<file path="config.mk">
export PLATFORM = sky130hd
export DESIGN_NAME = blank_frame_detector
export DESIGN_NICKNAME = d
export VERILOG_FILES = /design/src/rtl/bfd_pkg.sv /design/src/rtl/bfd_pixel_classify.sv /design/src/rtl/bfd_frame_stats.sv /design/src/rtl/blank_frame_detector.sv
export VERILOG_INCLUDE_DIRS = /design/src /design/src/rtl
export SDC_FILE = /design/constraint.sdc
export NUM_CORES = 1
export LEC_CHECK = 0
export ABC_AREA = 0
export BUFFER_PORTS_ARGS = -buffer_cell sky130_fd_sc_hd__buf_2
export CAP_MARGIN = 25
export CORE_ASPECT_RATIO = 1.5
export CORE_MARGIN = 4
export CORE_UTILIZATION = 55
export CTS_CLUSTER_SIZE = 10
export DETAILED_ROUTE_END_ITERATION = 10
export GPL_TIMING_DRIVEN = 0
export PLACE_DENSITY = 0.82
export REMOVE_ABC_BUFFERS = 1
export SLEW_MARGIN = 30
export SYNTH_ARGS = -nofsm -noshare
export SYNTH_HDL_FRONTEND = slang
export SYNTH_SLANG_ARGS = --single-unit
export TNS_END_PERCENT = 1
</file>
<file path="constraint.sdc">
create_clock -name clk -period 17.64 [get_ports clk]
set_input_delay 2.646 -clock clk [delete_from_list [all_inputs] [get_ports clk]]
set_output_delay 2.646 -clock clk [all_outputs]
set_load 0.01 [all_outputs]
</file>
<file path="src/rtl/blank_frame_detector_defines.svh">
// Assertion macros for the blank frame detector.
`ifndef BLANK_FRAME_DETECTOR_DEFINES_SVH
`define BLANK_FRAME_DETECTOR_DEFINES_SVH

// Same-cycle implication, disabled during reset.
`define BFD_ASSERT_NOW(label, clk, rst_n, ante, cons) \
    label: assert property (@(posedge clk) disable iff (!rst_n) (ante) |-> (cons)) \
        else $error("blank_frame_detector: same-cycle check failed");

// Next-cycle implication, disabled during reset.
`define BFD_ASSERT_NEXT(label, clk, rst_n, ante, cons) \
    label: assert property (@(posedge clk) disable iff (!rst_n) (ante) |=> (cons)) \
        else $error("blank_frame_detector: next-cycle check failed");

`endif

</file>
<file path="src/rtl/bfd_pkg.sv">
`timescale 1ns / 1ps

package bfd_pkg;

    localparam int COUNT_BITS = 23;

    localparam int CHANNELS = 4;

    localparam logic [7:0] ALPHA_FLOOR_RESET = 8'd8;
    localparam logic [7:0] DARK_LEVEL_RESET  = 8'd4;
    localparam logic [7:0] MIN_RANGE_RESET   = 8'd6;
    localparam logic       PROMOTE_RESET     = 1'b0;

    localparam logic [7:0] CHANNEL_FULL = 8'hFF;

    typedef logic [COUNT_BITS-1:0] count_t;

    localparam count_t COUNT_MAX = '1;

    typedef logic [1:0] cfg_idx_t;

    localparam cfg_idx_t CFG_ALPHA_FLOOR = 2'd0;
    localparam cfg_idx_t CFG_DARK_LEVEL  = 2'd1;
    localparam cfg_idx_t CFG_MIN_RANGE   = 2'd2;
    localparam cfg_idx_t CFG_PROMOTE     = 2'd3;

    typedef struct packed {
        logic [7:0] alpha_floor;
        logic [7:0] dark_level;
        logic [7:0] min_range;
        logic       promote_faint_alpha;
    } cfg_t;

    typedef struct packed {
        logic [7:0] alpha;
        logic [7:0] red;
        logic [7:0] green;
        logic [7:0] blue;
    } pixel_t;

    typedef struct packed {
        pixel_t px;
        logic   colour_lit;
        logic   visible;
    } pix_class_t;

    typedef struct packed {
        logic useful;
        logic has_range;
        logic has_visible;
        logic has_nonblack;
    } verdict_t;

endpackage

</file>
<file path="src/rtl/bfd_pixel_classify.sv">
`timescale 1ns / 1ps

module bfd_pixel_classify (
    input  bfd_pkg::cfg_t       cfg,
    input  bfd_pkg::pixel_t     px_in,
    output bfd_pkg::pix_class_t cls
);
    import bfd_pkg::*;

    logic lit;
    logic faint;

    always_comb
    begin
        lit = (px_in.red > cfg.dark_level) || (px_in.green > cfg.dark_level)
            || (px_in.blue > cfg.dark_level);
        faint = px_in.alpha <= cfg.alpha_floor;

        cls.px = px_in;
        // raise faint alpha when the color is lit and promotion is enabled
        if (cfg.promote_faint_alpha && faint && lit)
        begin
            cls.px.alpha = CHANNEL_FULL;
        end
        cls.colour_lit = lit;
        cls.visible    = (cls.px.alpha > cfg.alpha_floor) || lit;
    end

endmodule

</file>
<file path="src/rtl/bfd_frame_stats.sv">
`timescale 1ns / 1ps

module bfd_frame_stats (
    input  logic                clk,
    input  logic                rst_n,
    input  logic                update,
    input  logic                last,
    input  bfd_pkg::pix_class_t cls,
    input  logic [7:0]          min_range,
    output bfd_pkg::verdict_t   verdict
);
    import bfd_pkg::*;

    logic [7:0] min_reg [CHANNELS];
    logic [7:0] max_reg [CHANNELS];
    logic [7:0] min_next [CHANNELS];
    logic [7:0] max_next [CHANNELS];
    logic [7:0] px_ch [CHANNELS];
    logic [8:0] span [CHANNELS];

    count_t pixel_reg;
    count_t visible_reg;
    count_t nonblack_reg;
    count_t pixel_next;
    count_t visible_next;
    count_t nonblack_next;

    logic range_hit;

    always_comb
    begin
        px_ch[0] = cls.px.alpha;
        px_ch[1] = cls.px.red;
        px_ch[2] = cls.px.green;
        px_ch[3] = cls.px.blue;

        range_hit = 1'b0;
        for (int c = 0; c < CHANNELS; c++)
        begin
            min_next[c] = (px_ch[c] < min_reg[c]) ? px_ch[c] : min_reg[c];
            max_next[c] = (px_ch[c] > max_reg[c]) ? px_ch[c] : max_reg[c];
            span[c]     = {1'b0, max_next[c]} - {1'b0, min_next[c]};
            if (!span[c][8] && (span[c][7:0] >= min_range))
            begin
                range_hit = 1'b1;
            end
        end

        pixel_next    = (pixel_reg == COUNT_MAX) ? pixel_reg : pixel_reg + 1'b1;
        visible_next  = visible_reg;
        nonblack_next = nonblack_reg;
        if (cls.visible && (visible_reg != COUNT_MAX))
        begin
            visible_next = visible_reg + 1'b1;
        end
        if (cls.colour_lit && (nonblack_reg != COUNT_MAX))
        begin
            nonblack_next = nonblack_reg + 1'b1;
        end

        verdict.has_range    = range_hit;
        verdict.has_visible  = visible_next > (pixel_next >> 2);
        verdict.has_nonblack = nonblack_next > (pixel_next >> 7);
        verdict.useful       = verdict.has_range && verdict.has_visible
                             && verdict.has_nonblack;
    end

    always_ff @(posedge clk or negedge rst_n)
    begin
        if (!rst_n)
        begin
            for (int c = 0; c < CHANNELS; c++)
            begin
                min_reg[c] <= CHANNEL_FULL;
                max_reg[c] <= '0;
            end
            pixel_reg    <= '0;
            visible_reg  <= '0;
            nonblack_reg <= '0;
        end
        else if (update)
        begin
            if (last)
            begin
                // clear for the next frame
                for (int c = 0; c < CHANNELS; c++)
                begin
                    min_reg[c] <= CHANNEL_FULL;
                    max_reg[c] <= '0;
                end
                pixel_reg    <= '0;
                visible_reg  <= '0;
                nonblack_reg <= '0;
            end
            else
            begin
                for (int c = 0; c < CHANNELS; c++)
                begin
                    min_reg[c] <= min_next[c];
                    max_reg[c] <= max_next[c];
                end
                pixel_reg    <= pixel_next;
                visible_reg  <= visible_next;
                nonblack_reg <= nonblack_next;
            end
        end
    end

endmodule

</file>
<file path="src/rtl/blank_frame_detector.sv">
`timescale 1ns / 1ps
`include "blank_frame_detector_defines.svh"

// Blank frame detector: takes one pixel word per cycle (alpha, red, green,
// blue, last_pixel) unless in_stall is high and, after the last pixel of a
// frame, returns one verdict word (useful, has_range, has_visible,
// has_nonblack); all other pixels give no word. Throughput is one pixel per
// clock while not stalled; a pixel is held in the input register, is folded
// into the per-channel min/max and the saturating counters, and on the last
// pixel the verdict is registered in the output register. The block stalls
// its input only when a last pixel is waiting and the previous verdict has
// not yet been taken. Write the configuration registers only between frames.

module blank_frame_detector (
    input  logic                      clk,
    input  logic                      rst_n,
    input  logic                      cfg_write,
    input  bfd_pkg::cfg_idx_t         cfg_index,
    input  logic [7:0]                cfg_data,
    input  logic                      in_valid,
    output logic                      in_stall,
    input  logic [7:0]                alpha,
    input  logic [7:0]                red,
    input  logic [7:0]                green,
    input  logic [7:0]                blue,
    input  logic                      last_pixel,
    output logic                      out_valid,
    input  logic                      out_stall,
    output logic                      useful,
    output logic                      has_range,
    output logic                      has_visible,
    output logic                      has_nonblack
);
    import bfd_pkg::*;

    cfg_t       cfg_reg;
    pixel_t     pix_reg;
    logic       pix_valid_reg;
    logic       pix_last_reg;
    logic       out_valid_reg;
    logic       out_valid_next;
    verdict_t   verdict_reg;
    verdict_t   verdict;
    pix_class_t cls;
    logic       advance;
    logic       load_in;
    logic       load_out;

    always_ff @(posedge clk or negedge rst_n)
    begin
        if (!rst_n)
        begin
            cfg_reg.alpha_floor         <= ALPHA_FLOOR_RESET;
            cfg_reg.dark_level          <= DARK_LEVEL_RESET;
            cfg_reg.min_range           <= MIN_RANGE_RESET;
            cfg_reg.promote_faint_alpha <= PROMOTE_RESET;
        end
        else if (cfg_write)
        begin
            unique case (cfg_index)
                CFG_ALPHA_FLOOR: cfg_reg.alpha_floor         <= cfg_data;
                CFG_DARK_LEVEL:  cfg_reg.dark_level          <= cfg_data;
                CFG_MIN_RANGE:   cfg_reg.min_range           <= cfg_data;
                CFG_PROMOTE:     cfg_reg.promote_faint_alpha <= cfg_data[0];
                default:         ;
            endcase
        end
    end

    // hold a last pixel while the previous verdict waits
    assign advance  = pix_valid_reg && (!pix_last_reg || !out_valid_reg || !out_stall);
    assign in_stall = pix_valid_reg && !advance;
    assign load_in  = in_valid && !in_stall;
    assign load_out = advance && pix_last_reg;

    always_comb
    begin
        out_valid_next = (out_valid_reg && out_stall) || load_out;
    end

    always_ff @(posedge clk or negedge rst_n)
    begin
        if (!rst_n)
        begin
            pix_valid_reg <= 1'b0;
            out_valid_reg <= 1'b0;
        end
        else
        begin
            pix_valid_reg <= load_in || (pix_valid_reg && !advance);
            out_valid_reg <= out_valid_next;
        end
    end

    always_ff @(posedge clk)
    begin
        if (load_in)
        begin
            pix_reg.alpha <= alpha;
            pix_reg.red   <= red;
            pix_reg.green <= green;
            pix_reg.blue  <= blue;
            pix_last_reg  <= last_pixel;
        end
        if (load_out)
        begin
            verdict_reg <= verdict;
        end
    end

    bfd_pixel_classify u_classify (
        .cfg   (cfg_reg),
        .px_in (pix_reg),
        .cls   (cls)
    );

    bfd_frame_stats u_stats (
        .clk       (clk),
        .rst_n     (rst_n),
        .update    (advance),
        .last      (pix_last_reg),
        .cls       (cls),
        .min_range (cfg_reg.min_range),
        .verdict   (verdict)
    );

    assign out_valid    = out_valid_reg;
    assign useful       = verdict_reg.useful;
    assign has_range    = verdict_reg.has_range;
    assign has_visible  = verdict_reg.has_visible;
    assign has_nonblack = verdict_reg.has_nonblack;

    `BFD_ASSERT_NOW(a_stall_only_on_last, clk, rst_n, in_stall, pix_valid_reg && pix_last_reg && out_valid_reg && out_stall)
    `BFD_ASSERT_NOW(a_useful_is_and, clk, rst_n, out_valid_reg, useful == (has_range && has_visible && has_nonblack))
    `BFD_ASSERT_NEXT(a_verdict_follows_last, clk, rst_n, load_out, out_valid_reg)

endmodule
</file>
==> summary.txt, run 1 <==
Global routing
  • Vias in the first global route: roughly 13k
  • Initial antenna violation count: 0
  • Busiest layer in global routing: met2
  • M2 GR Usage: 45.67%
  • Gr usage total: 25.90%
  • First-pass GRT wire length: between 60 and 70 mm
  • Largest net degree at the start of global routing: 82
  • Grt ovf: 0
  • Met3 Resource Use GR: approximately 3.4%
  • Met1 Usage GRT: 29.44%

Yosys
  • Synth Area in Simple Gates: 14.98%
  • Post-synthesis sequential area ratio: 34.20%
  • Synth Area in Adders: 17.45%
  • #FFs+latches synth: 197
  • Mux share of post-synthesis cell area: 5.058%
  • Top_reg_cell synth: dfrtp_1
  • Top cell type by total area after synthesis: dfrtp_1
  • Yosys top cell area share: 20.56%
  • Synth warnings: 0
  • Dominant cells by area after synthesis: dfrtp_1, ha_1, edfxtp_1, dfstp_2, a21oi_1
  • Post-synth EDFFs: 37
  • Cell with the most instances after synthesis: ha_1
  • Synth Area in Compound Gates: 18.91%
  • Cells after Synth: approximately 1.6k
  • Avg Inst Size Synth: 9.309 µm²
  • Ys async rst share: 81.22%
  • Synth cell types: 78
  • Top post-synthesis cells by count: ha_1, inv_1, dfrtp_1, nand2_1, nor2_1
  • Largest family of logic cells by synthesized area: compound AO/OA/AOI/OAI gates
  • Synthesized area: 15090 µm²
  • Post-synthesis xor/xnor area fraction: 4.469%

Clocking
  • CTS tree: done
  • CTS resizes: 0
  • Root buf cell: clkbuf_16
  • Maximum buffer depth of the clock tree: 2
  • Worst-Skew Late Latency: 0.45 ns
  • Hold_buf cts: 0
  • Post-CTS Repair Setup Buffers: 0
  • H-tree levels: 4
  • Worst-path clk slew: 0.08 ns
  • Num Clock Sinks: approximately 200
  • Total CTS buffers: 17

Die
  • Die area: 30200 µm²
  • Core box area: approximately 27000 µm²
  • Die W: 143.2 µm
  • Initial core utilization: 55.62%
  • Die Span Y: 210.9 µm
  • IO Pins: 54
  • Core Rows: 74

Routing
  • DR DRC count: 0
  • Final ANT Viol Nets: 0
  • Via Count: 12.72k
  • Drt pass-1 iters: 6
  • 1st-iter DRT viols: 1083
  • Routed wire per std cell: 19.45 µm
  • Detailed Route WL: 38.84 mm
  • Via density: 6.368

STA
  • Clock Skew: 0.01154 ns
  • Fmax: 115.1 MHz
  • Total negative slack: 0 ns
  • Setup Viol. Count Final: 0
  • Final count of hold timing violations: 0
  • Pins Over Slew Limit: 0
  • RSZ-0062 raised after global routing: false
  • Final period utilization: 49.23%
  • Tmin final: approximately 8.7 ns
  • Worst Tran Pin Value: between 0.9 and 1 ns
  • Hold slack: 0.5104 ns
  • Worst slew margin: 33.84%

Flow run
  • Max Cap Viol: 0

Power and ir drop
  • Static Leak: between 0.007 and 0.008 µW
  • Worst vdd ir: 0.1073 mV
  • P per Cell Area: approximately 120 nW/µm²

Status
  • Status: finished clean

Layout
  • Share of cells above drive strength 1: ~13%
  • Multi-input logic area: 9233 µm²
  • P&R area growth vs syn: 8.425%
  • Ant. Diodes: 0
  • Filler cells: 2193
  • Final layout net count: 1898
  • Register area: 5160 µm²
  • Finished Core Util: 60.31%

Critical path
  • CP Class: flip-flop to flip-flop
  • Crit Path Max Fanout: 18
  • Worst Path Arrival: 8.82 ns
  • Crit. End Element: flip-flop
  • R2R Setup Slk: 8.96 ns
  • Critical path's largest stage delay: ~0.62 ns
  • Data required, critical path: 17.78 ns
  • Worst setup SP type: flip-flop
  • CP max stage cell: a221oi_1

Placed design
  • GPL Wtd Cong: about 0.9
  • # port buffers: 53
  • Hpwl dp: 28.58 mm

Hold path
  • Type of the worst min-delay path: flip-flop to flip-flop
[cells by family after synthesis]
family / after synthesis
AOI/OAI and AO/OA: 438
xor gates and xnor gates: 77
adders and majority gates: 208
buffers and inverters: 190
DFF: 197
muxes: 71
and+or+nand+nor: 440
[layer usage]
metal / share of wire (%) / vias to the layer above
li1: - / 5972
met1: 38 / 6159
met2: 51 / 413
met3: 4.2 / 173
met4: 6.5 / 0
met5: 0 / -
[layout by cell type (no fill, tap or decap), types with 9 or more instances in the layout]
cell / n
xor2_1: 30
a31oi_1: 17
nand2b_1: 15
clkbuf_16: 17
edfxtp_1: 37
nor2_1: 99
a22o_1: 28
or3_1: 10
a21o_1: 33
o21ai_1: 9
dfrtp_1: 124
o22ai_1: 35
mux2_2: 42
o21ai_0: 97
nand3_1: 46
o21a_1: 14
buf_2: 52
inv_1: 127
o2bb2ai_1: 9
a22oi_1: 22
ha_1: 204
and3_1: 16
a21oi_1: 99
nand2_1: 110
nand4_1: 47
nor2b_1: 22
dfstp_2: 36
xnor2_1: 47
mux2i_1: 29
nor3_1: 19
[layout make-up]
type,count,share of cell area [%]
clock buffer,18,2.623
clock inverter,14,0.7877
inverter,128,2.937
tap,342,2.615
multi-input combinational,1234,56.43
sequential,197,31.54
timing repair buffer,64,3.067
[worst paths after layout]
kind	startpoint	endpoint	cells past startpoint
max reg2reg	pix_reg[1]	useful	31
max	pix_reg[1]	useful	31
min	cfg_reg[16]	cfg_reg[16]	1
max in group asynchronous	rst_n	cfg_reg[20]	2
min reg2reg	cfg_reg[16]	cfg_reg[16]	1
min in group asynchronous	rst_n	u_stats.max_reg[9]	1
[critical path, delay by kind of cell, from the launching register on]
kind	cells	cell delay (ns)
buffers and inverters	2	0.26
flip-flops	1	0.51
adder cells (fa/ha/maj)	5	1.52
AO/OA/AOI/OAI	18	4.50
AND/OR/NAND/NOR	5	1.38
XOR/XNOR	1	0.18
[stage by stage]
stage                     setup WS (ns)  instances  power (µW)  cell area (µm²)
after floorplan                   10.94       1559        1287            14830
after global placement            7.505       1954        1476            15520
after detailed placement          9.123       1965        1545            15800
after CTS                         9.062       1997        1942            16360
after global routing              8.541       1997        2085            16360
final                             8.955       1997        1946            16360
[report_power, final]
| part | internal, µW | total [µW] | switching [µW] |
|---|---|---|---|
| sequential | 544 | 609 | 65.1 |
| clock | 196 | 383 | 187 |
| combinational | 418 | 953 | 536 |
(Power assumes the default switching activity.)
==> run 2: changes to the inputs <==
- clock period: 17.64 -> 8.5 ns (I/O delays scaled with it)
==> run 2 against run 1 <==
Combinational power increased by 110%. Global-route usage about the same. Utilization increased by 0.051 points. Clock skew increased by 0.00051 ns. Routed wire length increased by 0.55%. First-iteration DRC count decreased by 4.3%. Worst hold slack got worse by 0.00059 ns. Highest routed layer unchanged. Non-clock buffer count unchanged. Sequential share of layout area about the same. Via count increased by 0.19%. Sequential power increased by 110%. Die area unchanged.
==> summary.txt, run 2 (synthesized netlist as in run 1, its figures left out) <==
Status
  • Status: finished clean (unchanged)

STA
  • Worst Tran Pin Value: 0.9187 ns (was 0.9785 ns)
  • Hold slack: 0.5098 ns (was 0.5104 ns)
  • Clock Skew: 0.01205 ns (was 0.01154 ns)
  • Pins Over Slew Limit: 0 (unchanged)
  • Worst slew margin: 37.89% (was 33.84%)
  • Final period utilization: 95.19% (was 49.23%)
  • RSZ-0062 raised after global routing: false (unchanged)
  • Tmin final: 8.091 ns (was 8.685 ns)
  • Final count of hold timing violations: 0 (unchanged)
  • Fmax: 123.6 MHz (was 115.1 MHz)
  • Setup Viol. Count Final: 0 (unchanged)

Routing
  • Drt pass-1 iters: 5 (was 6)
  • Via Count: 12.74k (was 12.72k)
  • Via density: 6.380 (was 6.368)
  • Final ANT Viol Nets: 0 (unchanged)
  • 1st-iter DRT viols: 1036 (was 1083)
  • DR DRC count: 0 (unchanged)
  • Routed wire per std cell: 19.55 µm (was 19.45 µm)
  • Detailed Route WL: 39.05 mm (was 38.84 mm)

Clocking
  • Num Clock Sinks: 197 (unchanged)
  • CTS resizes: 1 (was 0)
  • Worst-path clk slew: 0.08 ns (about the same)
  • Hold_buf cts: 0 (unchanged)
  • Maximum buffer depth of the clock tree: 2 (unchanged)
  • Root buf cell: clkbuf_16 (unchanged)
  • Post-CTS Repair Setup Buffers: 0 (unchanged)
  • Worst-Skew Late Latency: 0.45 ns (about the same)
  • H-tree levels: 4 (unchanged)
  • CTS tree: done (unchanged)
  • Total CTS buffers: 17 (unchanged)

Critical path
  • Worst R2R Start: pix_reg[17] (was pix_reg[1])
  • CP max stage cell: edfxtp_1 (was a221oi_1)
  • Data required, critical path: 8.65 ns (was 17.78 ns)
  • Worst setup SP type: flip-flop (unchanged)
  • R2R Setup Slk: 0.41 ns (was 8.96 ns)
  • CP Class: flip-flop to flip-flop (unchanged)
  • Critical path's largest stage delay: 0.53 ns (was 0.62 ns)
  • Crit Path Max Fanout: 18 (unchanged)
  • Worst Path Arrival: 8.24 ns (was 8.82 ns)
  • Cell count of the worst reg-to-reg path: 31 (unchanged)
  • Worst reg2reg endpoint: useful (unchanged)
  • Crit. End Element: flip-flop (unchanged)

Layout
  • Ant. Diodes: 0 (unchanged)
  • Most frequent cells in the layout: ha_1, inv_1, dfrtp_1 (unchanged)
  • Most common cell after layout, fill and taps aside: ha_1 (unchanged)
  • Finished Core Util: 60.36% (was 60.31%)
  • Share of cells above drive strength 1: 12.93% (was 12.75%)
  • Final layout net count: 1898 (unchanged)
  • P&R area growth vs syn: 8.516% (was 8.425%)

Die
  • Core box area: 27130 µm² (unchanged)
  • Die Span Y: 210.9 µm (unchanged)
  • Die W: 143.2 µm (unchanged)
  • IO Pins: 54 (unchanged)
  • Die area: 30200 µm² (unchanged)
  • Core Rows: 74 (unchanged)
  • Initial core utilization: 55.62% (unchanged)

Placed design
  • Hpwl dp: 28.58 mm (unchanged)
  • # port buffers: 53 (unchanged)
  • GPL Wtd Cong: 0.9014 (unchanged)

Power and ir drop
  • P per Cell Area: 247.3 nW/µm² (was 118.9 nW/µm²)
  • Static Leak: 0.007505 µW (was 0.007502 µW)
  • Design Power: 4049 µW (was 1946 µW)
  • Worst vdd ir: 0.2225 mV (was 0.1073 mV)

Flow run
  • Max Cap Viol: 0 (unchanged)

Hold path
  • Worst Hold End: cfg_reg[16] (unchanged)
  • Type of the worst min-delay path: flip-flop to flip-flop (unchanged)
  • Hold Startpoint: cfg_reg[16] (unchanged)
  • Hold path depth: 1 (unchanged)

Global routing
  • First-pass GRT wire length: 62.89 mm (was 62.85 mm)
  • Gr usage total: 25.91% (was 25.90%)
  • Grt ovf: 0 (unchanged)
  • Initial antenna violation count: 0 (unchanged)
  • Largest net degree at the start of global routing: 82 (unchanged)
  • Vias in the first global route: 12.91k (was 12.90k)
run 2: cell count changes in the layout (fill, tap and decap cells not counted):
| cell | previous run | this run |
|---|---|---|
| and3_2 | 0 | 1 |
| a221oi_1 | 3 | 2 |
| and3_1 | 16 | 15 |
| o22ai_2 | 2 | 3 |
| a221oi_2 | 0 | 1 |
| o22ai_1 | 35 | 34 |
run 2: worst max-delay path by stage:
stage	from	end	slack, ns	cells past startpoint
2_1_floorplan	pix_reg[1]	useful	1.90	29
3_3_place_gp	out_stall	u_stats.max_reg[27]	-0.26	6
3_5_place_dp	pix_reg[1]	useful	-0.02	31
4_1_cts	pix_reg[1]	useful	0.17	31
5_1_grt	pix_reg[17]	useful	0.06	31
6_report	pix_reg[17]	useful	0.41	31
run 2: area by class of cell:
class                      instances  area (µm²)
multi-input combinational       1234        9246
clock inverter                    14       128.9
sequential                       197        5160
clock buffer                      18       429.2
fill                            2190       10750
inverter                         128       480.5
tap                              342       427.9
timing repair buffer              64       501.7
run 2: per-layer routing:
metal / vias up / GRT usage (%) / share of wire [%]
met5: - / 0 / 0
met4: 0 / 15.76 / 6.3
met3: 166 / 3.398 / 3.9
met2: 416 / 45.73 / 51
met1: 6177 / 29.44 / 39
li1: 5982 / - / -
run 2: report_power, final:
group	internal, µW	total (µW)	switching [µW]	leakage [µW]
clock	407	795	388	0.000256
sequential	1130	1260	136	0.00238
combinational	872	1990	1120	0.00487
total	2410	4050	1640	0.00751
run 2: metrics by stage:
step                      area (µm²)  setup slack [ns]  instances  setup TNS [ns]
after floorplan                14830             1.902       1559               0
after global placement         15520           -0.2638       1954          -2.029
after detailed placement       15800          -0.01674       1965        -0.01674
after CTS                      16370            0.1716       1997               0
after global routing           16370           0.05946       1997               0
final                          16370            0.4090       1997               0
run 2: critical path, delay by kind of cell (launching register included):
| kind | cells | cell delay, ns |
|---|---|---|
| buffers and inverters | 2 | 0.26 |
| AO/OA/AOI/OAI | 18 | 4.08 |
| AND/OR/NAND/NOR | 5 | 1.20 |
| XOR/XNOR | 1 | 0.18 |
| flip-flops | 1 | 0.53 |
| adder cells (fa/ha/maj) | 5 | 1.53 |
